--- config.mk ---
export PLATFORM = sky130hd
export DESIGN_NAME = kpth_prep
export DESIGN_NICKNAME = d
export VERILOG_FILES = /design/src/design/key_prefix_triple_hash_macros.svh /design/src/design/kpth_pkg.sv /design/src/design/kpth_prep.sv
export SDC_FILE = /design/constraint.sdc
export NUM_CORES = 1
export LEC_CHECK = 0
export ABC_AREA = 0
export ABC_CLOCK_PERIOD_IN_PS = 2000
export BUFFER_PORTS_ARGS = -buffer_cell sky130_fd_sc_hd__buf_2
export CORE_ASPECT_RATIO = 1.4
export CORE_MARGIN = 2
export CORE_UTILIZATION = 49
export CTS_BUF_LIST = sky130_fd_sc_hd__clkbuf_4
export DETAILED_ROUTE_END_ITERATION = 7
export GPL_ROUTABILITY_DRIVEN = 0
export PLACE_DENSITY_LB_ADDON = 0.08
export SLEW_MARGIN = 20
export SYNTH_ARGS = -nofsm -noshare
export SYNTH_HDL_FRONTEND = slang
export SYNTH_SLANG_ARGS = --single-unit
--- constraint.sdc ---
create_clock -name i_clk -period 2 [get_ports i_clk]
set_clock_uncertainty 0.1 [all_clocks]
set_input_delay 0.4 -clock i_clk [delete_from_list [all_inputs] [get_ports i_clk]]
set_output_delay 0.4 -clock i_clk [all_outputs]
set_load 0.02 [all_outputs]
--- src/design/key_prefix_triple_hash_macros.svh ---
// Assertion macros used by the key prefix hash top level.
`ifndef KEY_PREFIX_TRIPLE_HASH_MACROS_SVH
`define KEY_PREFIX_TRIPLE_HASH_MACROS_SVH

// Same-cycle implication, sampled on i_clk, off while reset is low.
`define KPTH_ASSERT_IMP(label, ante, cons) \
    label: assert property (@(posedge i_clk) disable iff (!i_rst_n) (ante) |-> (cons)) \
        else $error("kpth assertion failed: same-cycle implication");

// Next-cycle implication, sampled on i_clk, off while reset is low.
`define KPTH_ASSERT_NXT(label, ante, cons) \
    label: assert property (@(posedge i_clk) disable iff (!i_rst_n) (ante) |=> (cons)) \
        else $error("kpth assertion failed: next-cycle implication");

`endif

--- src/design/kpth_pkg.sv ---
// Package: constants, types and helper functions of the key prefix hash.
`timescale 1ns / 1ps
package kpth_pkg;

    localparam logic [31:0] SEED_A  = 32'd1192827283;
    localparam logic [31:0] SEED_B  = 32'd534897851;
    localparam logic [31:0] SEED_C  = 32'd0;
    localparam logic [31:0] PRIME1  = 32'd2654435761;
    localparam logic [31:0] PRIME2  = 32'd2246822519;
    localparam logic [31:0] PRIME3  = 32'd3266489917;
    localparam logic [31:0] PRIME4  = 32'd668265263;
    localparam logic [31:0] PRIME5  = 32'd374761393;
    localparam int          ROT_AMT = 17;

    localparam logic [3:0]  LEN_MIN  = 4'd1;
    localparam logic [3:0]  LEN_MAX  = 4'd8;
    localparam logic [3:0]  LEN_WORD = 4'd4;

    // Prep stage register, then six lane stages.
    localparam int NUM_STAGES = 7;

    typedef struct packed {
        logic en;
    } t_ctl;

    typedef struct packed {
        logic [31:0] hi;
        logic [31:0] lo;
        logic [3:0]  len;
        logic        long_key;
    } t_prep;

    function automatic logic [31:0] mul_lo(input logic [31:0] a, input logic [31:0] b);
        logic [63:0] p;
        p = {32'd0, a} * {32'd0, b};
        return p[31:0];
    endfunction

    function automatic logic [31:0] rotl(input logic [31:0] x);
        return {x[31-ROT_AMT:0], x[31:32-ROT_AMT]};
    endfunction

endpackage

--- src/design/kpth_prep.sv ---
// Input stage: clamp the prefix length and mask the key to its prefix bytes.
`timescale 1ns / 1ps
module kpth_prep (
    input  logic           i_clk,
    input  kpth_pkg::t_ctl i_ctl,
    input  logic [63:0]    i_key,
    input  logic [3:0]     i_prefix_len,
    output kpth_pkg::t_prep o_prep
);
    import kpth_pkg::*;

    logic [3:0]  len_c;
    logic [63:0] key_m;
    t_prep       r_prep;
    t_prep       n_prep;

    always_comb begin
        if (i_prefix_len == 4'd0) begin
            len_c = LEN_MIN;
        end else if (i_prefix_len inside {[4'd9:4'd15]}) begin
            len_c = LEN_MAX;
        end else begin
            len_c = i_prefix_len;
        end
        // Keep byte b (0 is the most significant) while b is below the length.
        for (int b = 0; b < 8; b++) begin
            key_m[63-8*b -: 8] = (4'(b) < len_c) ? i_key[63-8*b -: 8] : 8'd0;
        end
        n_prep.hi       = key_m[63:32];
        n_prep.lo       = key_m[31:0];
        n_prep.len      = len_c;
        n_prep.long_key = (len_c > LEN_WORD);
    end

    always_ff @(posedge i_clk) begin
        if (i_ctl.en) begin
            r_prep <= n_prep;
        end
    end

    assign o_prep = r_prep;
endmodule

# Yosys cells after proc, flatten, opt, wreduce, memory -nomap -nowiden
# Index checks and enable logic that the tools add are counted.
# W data, S select, Z words.
[totals]
register_bits = 69
in_bits = 70
word_cells = 25
[op_classes]
reduce_logical = 2
magnitude_cmp = 11
muxes = 2
[ops]
columns = ["operator", "n"]
rows = [
  ["$lt A3 B4 Y1 const A", 4],
  ["$lt A1 B4 Y1 const A", 2],
  ["$lt A2 B4 Y1 const A", 2],
  ["$mux W4", 2],
  ["$ge A4 B4 Y1 const B", 1],
  ["$gt A4 B3 Y1 const B", 1],
  ["$le A4 B4 Y1 const B", 1],
  ["$logic_not A4 Y1", 1],
  ["$logic_and A1 B1 Y1", 1],
]

# Longest topological paths before layout
[depth]
ltp_word = 5
ltp_mapped = 4
mapped_depth_nobuf = 2

# Worst setup path before layout
# Ideal clock, no wire load.
[synth_timing]
kind = "input-to-reg"
startpoint = "input i_prefix_len[3]"
endpoint = "register r_prep, in the netlist o_prep[46], data pin"
required_ns = 1.646
setup_slack_ns = 0.535
arrival_ns = 1.111
stages = 3
path_buffers = 1
cell_sequence = "buf_4 a211oi_2 and2b_1"
[synth_between]
elab_chain_cells = 5
elab_cells_between_ends = 7
[synth_rtl]
columns = ["item", "line_no", "source"]
rows = [
  ["start: declaration", "kpth_prep.sv:7", "input logic [3:0] i_prefix_len,"],
  ["$ge A4 B4 Y1 or $le A4 B4 Y1 (tied branches)", "kpth_prep.sv:20", "end else if (i_prefix_len inside {[4'd9:4'd15]}) begin"],
  ["$logic_and A1 B1 Y1", "kpth_prep.sv:20", ""],
  ["$mux W4", "kpth_prep.sv:20", ""],
  ["$mux W4 *", "kpth_prep.sv:18", "if (i_prefix_len == 4'd0) begin"],
  ["$lt A2 B4 Y1 *", "kpth_prep.sv:27", "key_m[63-8*b -: 8] = (4'(b) < len_c) ? i_key[63-8*b -: 8] : 8'd0;"],
  ["end signal: assignment", "kpth_prep.sv:37", "r_prep <= n_prep;"],
  ["end: declaration", "kpth_prep.sv:14", "t_prep r_prep;"],
]
# Mark *: on every way between the ends. The rest lies on a longest branch, timed or not.
# A chain may end at the register's enable or synchronous reset.

# Worst setup path in the final report
[layout_timing]
startpoint = "register r_prep, in the netlist o_prep[0]"
endpoint = "output o_prep[0] (netlist name)"
[layout_rtl]
columns = ["item", "line_no", "source"]
rows = [
  ["end: declaration", "kpth_prep.sv:8", "output kpth_pkg::t_prep o_prep"],
]
# No word-level cell between the ends.

==> impl_metrics.yaml <==
floorplanning:
  chipWidth_um: 65.25
  die-area_um2: 5856
  core_area_um2: 5120
  initial_core_util: 0.5027
  io-pin-count: 139
  die_h_um: 89.75
  rows: 31
sta:
  rsz0062_at_grt: "false"
  worstMarginPinSlew_ns: 0.5090
  fin_setup_tns_ns: 0
  slew_headroom: 0.6588
  hold_viol_final: 0
  post-route-period-util: 0.7288
  fin_ws_ns: 0.5424
  finalSetupViolations: 0
  slew_violations: 0
  period_needed_ns: 1.458
  timing.fmax_mhz: 686.0
clocking:
  cts_buffers: 9
  clock_path_buffers: 2
  cts_tree: "yes"
  cts_resized: 0
  clock-sinks: 69
  ctsHtreeMaxLevel: 3
  cts-root-buf: "clkbuf_4"
  post_cts_buffers: 0
  path_clk_slew_ns: 0.10
  ctsHoldBuffers: 0
setup_path:
  path_cells: "buf_2"
  max_stage_delay_ns: 0.39
  path_buf_inv: 1
  slowest_stage: "edfxtp_1"
  path_class: "reg -> out"
  start_kind: "flop"
  cp_max_fo: 1
  path_delay_family: "flip-flops"
  crit_path_end_kind: "output pin"
  cp.arrival_ns: 0.96
  required_ns: 1.50
route:
  drc: 0
  drtAntennaViolNets: 0
  drt-total-wl_um: 4824
  routed-via-count: 1672
  drt_first_pass_iters: 4
  vias_per_cell: 4.670
  drt_first_iter_violations: 138
  drt-wirelength-per-cell_um: 13.47
global_route:
  first_global_vias: 1598
  antenna_found_initial: 0
  grt.total_usage: 0.1743
  grt_start_max_net_pins: 70
  overflow: 0
  grt_pass1_wl_um: 7445
synthesis:
  synth.yosys.seq_area_share: 0.8051
  yosys_warnings: 0
  avgSynthCellArea_um2: 17.27
  ys_ff_latch: 69
  synth_nets: 219
  postSynthCellCount: 149
  syn_area_um2: 2574
  synth.distinct_cells: 18
layout:
  stdcell_area_um2: 3420
  nets: 359
  syn_to_final_growth_pct: 32.86
  largest_reg_flops: 69
  antennaDiodeCount: 0
  num-fill-cells: 416
  final_util: 0.6679
  drive_gt1_frac: 0.5342
min_path:
  hold_path_class: "in -> reg"
run:
  maxCapViolCount: 0
pwr:
  peakVddDrop_mv: 0.4867
  leakagePower_nw: 1.486
  power_density_nw_per_um2: 835.2
outcome:
  outcome: "finished clean"
placement:
  placedInstanceArea_um2: 3332
  io_buffers: 138
  place_ws_ns: 0.3596
metrics by stage:
| step | hold WS, ns | instances | total power (W) |
|---|---|---|---|
| after floorplan | 0.4125 | 149 | 0.002028 |
| final | 0.07438 | 358 | 0.002856 |
| after global routing | 0.05254 | 358 | 0.002980 |
| after detailed placement | 0.4784 | 344 | 0.002244 |
| after CTS | 0.05337 | 358 | 0.002877 |
| after global placement | 0.4786 | 344 | 0.002236 |
worst paths after layout:
kind	start	to	slack [ns]	depth (start not counted)
max	o_prep[0]$_DFFE_PP_	o_prep[0]	0.54	1
min	i_key[62]	o_prep[67]$_SDFFCE_PP0P_	0.07	1
metal layers:
metal,GRT usage,vias up,routed length [um]
met5,0,-,0
met4,0.1146,0,148
met3,0.05257,12,458
met2,0.2832,90,2457
met1,0.1933,763,1759
li1,-,807,-
synthesized netlist by cell type:
cell type	instances	area share
buf_4	1	0.0029
o21ba_2	1	0.0039
o21ai_0	1	0.0019
and2b_1	8	0.023
nand2b_1	1	0.0024
or2_4	1	0.0034
a211oi_2	1	0.0049
nor2b_1	26	0.063
a21oi_1	1	0.0019
buf_2	1	0.0019
edfxtp_1	69	0.81
nor3_2	1	0.0039
and2_1	16	0.039
or3_4	1	0.0044
a31oi_1	1	0.0024
nor2_1	1	0.0015
and3_1	8	0.019
clkbuf_1	10	0.015
area by class of cell:
cell class	count	area, um^2	share of cell area
tap	66	82.58	0.02415
clock inverter	5	20.02	0.005854
sequential	69	2072	0.6059
clock buffer	9	67.56	0.01976
timing repair buffer	141	725.7	0.2122
multi-input combinational	68	451.7	0.1321
cells in the final DEF, fill, tap and decap left out, types with 2 or more instances in the layout:
master    instances
buf_2           138
clkbuf_4          9
buf_4             2
nor2b_1          26
clkinv_1          4
edfxtp_1         69
and2_1           16
and2b_1           8
and3_1            8
power breakdown:
group,leakage [nW],total [W],internal [W],switching (W)
logic,0.765,0.000449,0.000173,0.000276
clock network,0.0516,0.000652,0.000224,0.000428
registers,0.670,0.00175,0.00173,0.0000275
total,1.49,0.00286,0.00212,0.000732
logic make-up (layout without fill, tap and decap cells):
| kind of cell | count (synthesis) | after routing | synth area share |
|---|---|---|---|
| buf+inv | 12 | 155 | 0.01945 |
| compound gates | 5 | 5 | 0.01507 |
| simple gates | 63 | 63 | 0.1604 |
| flops | 69 | 69 | 0.8051 |
(Power assumes the default switching activity.)
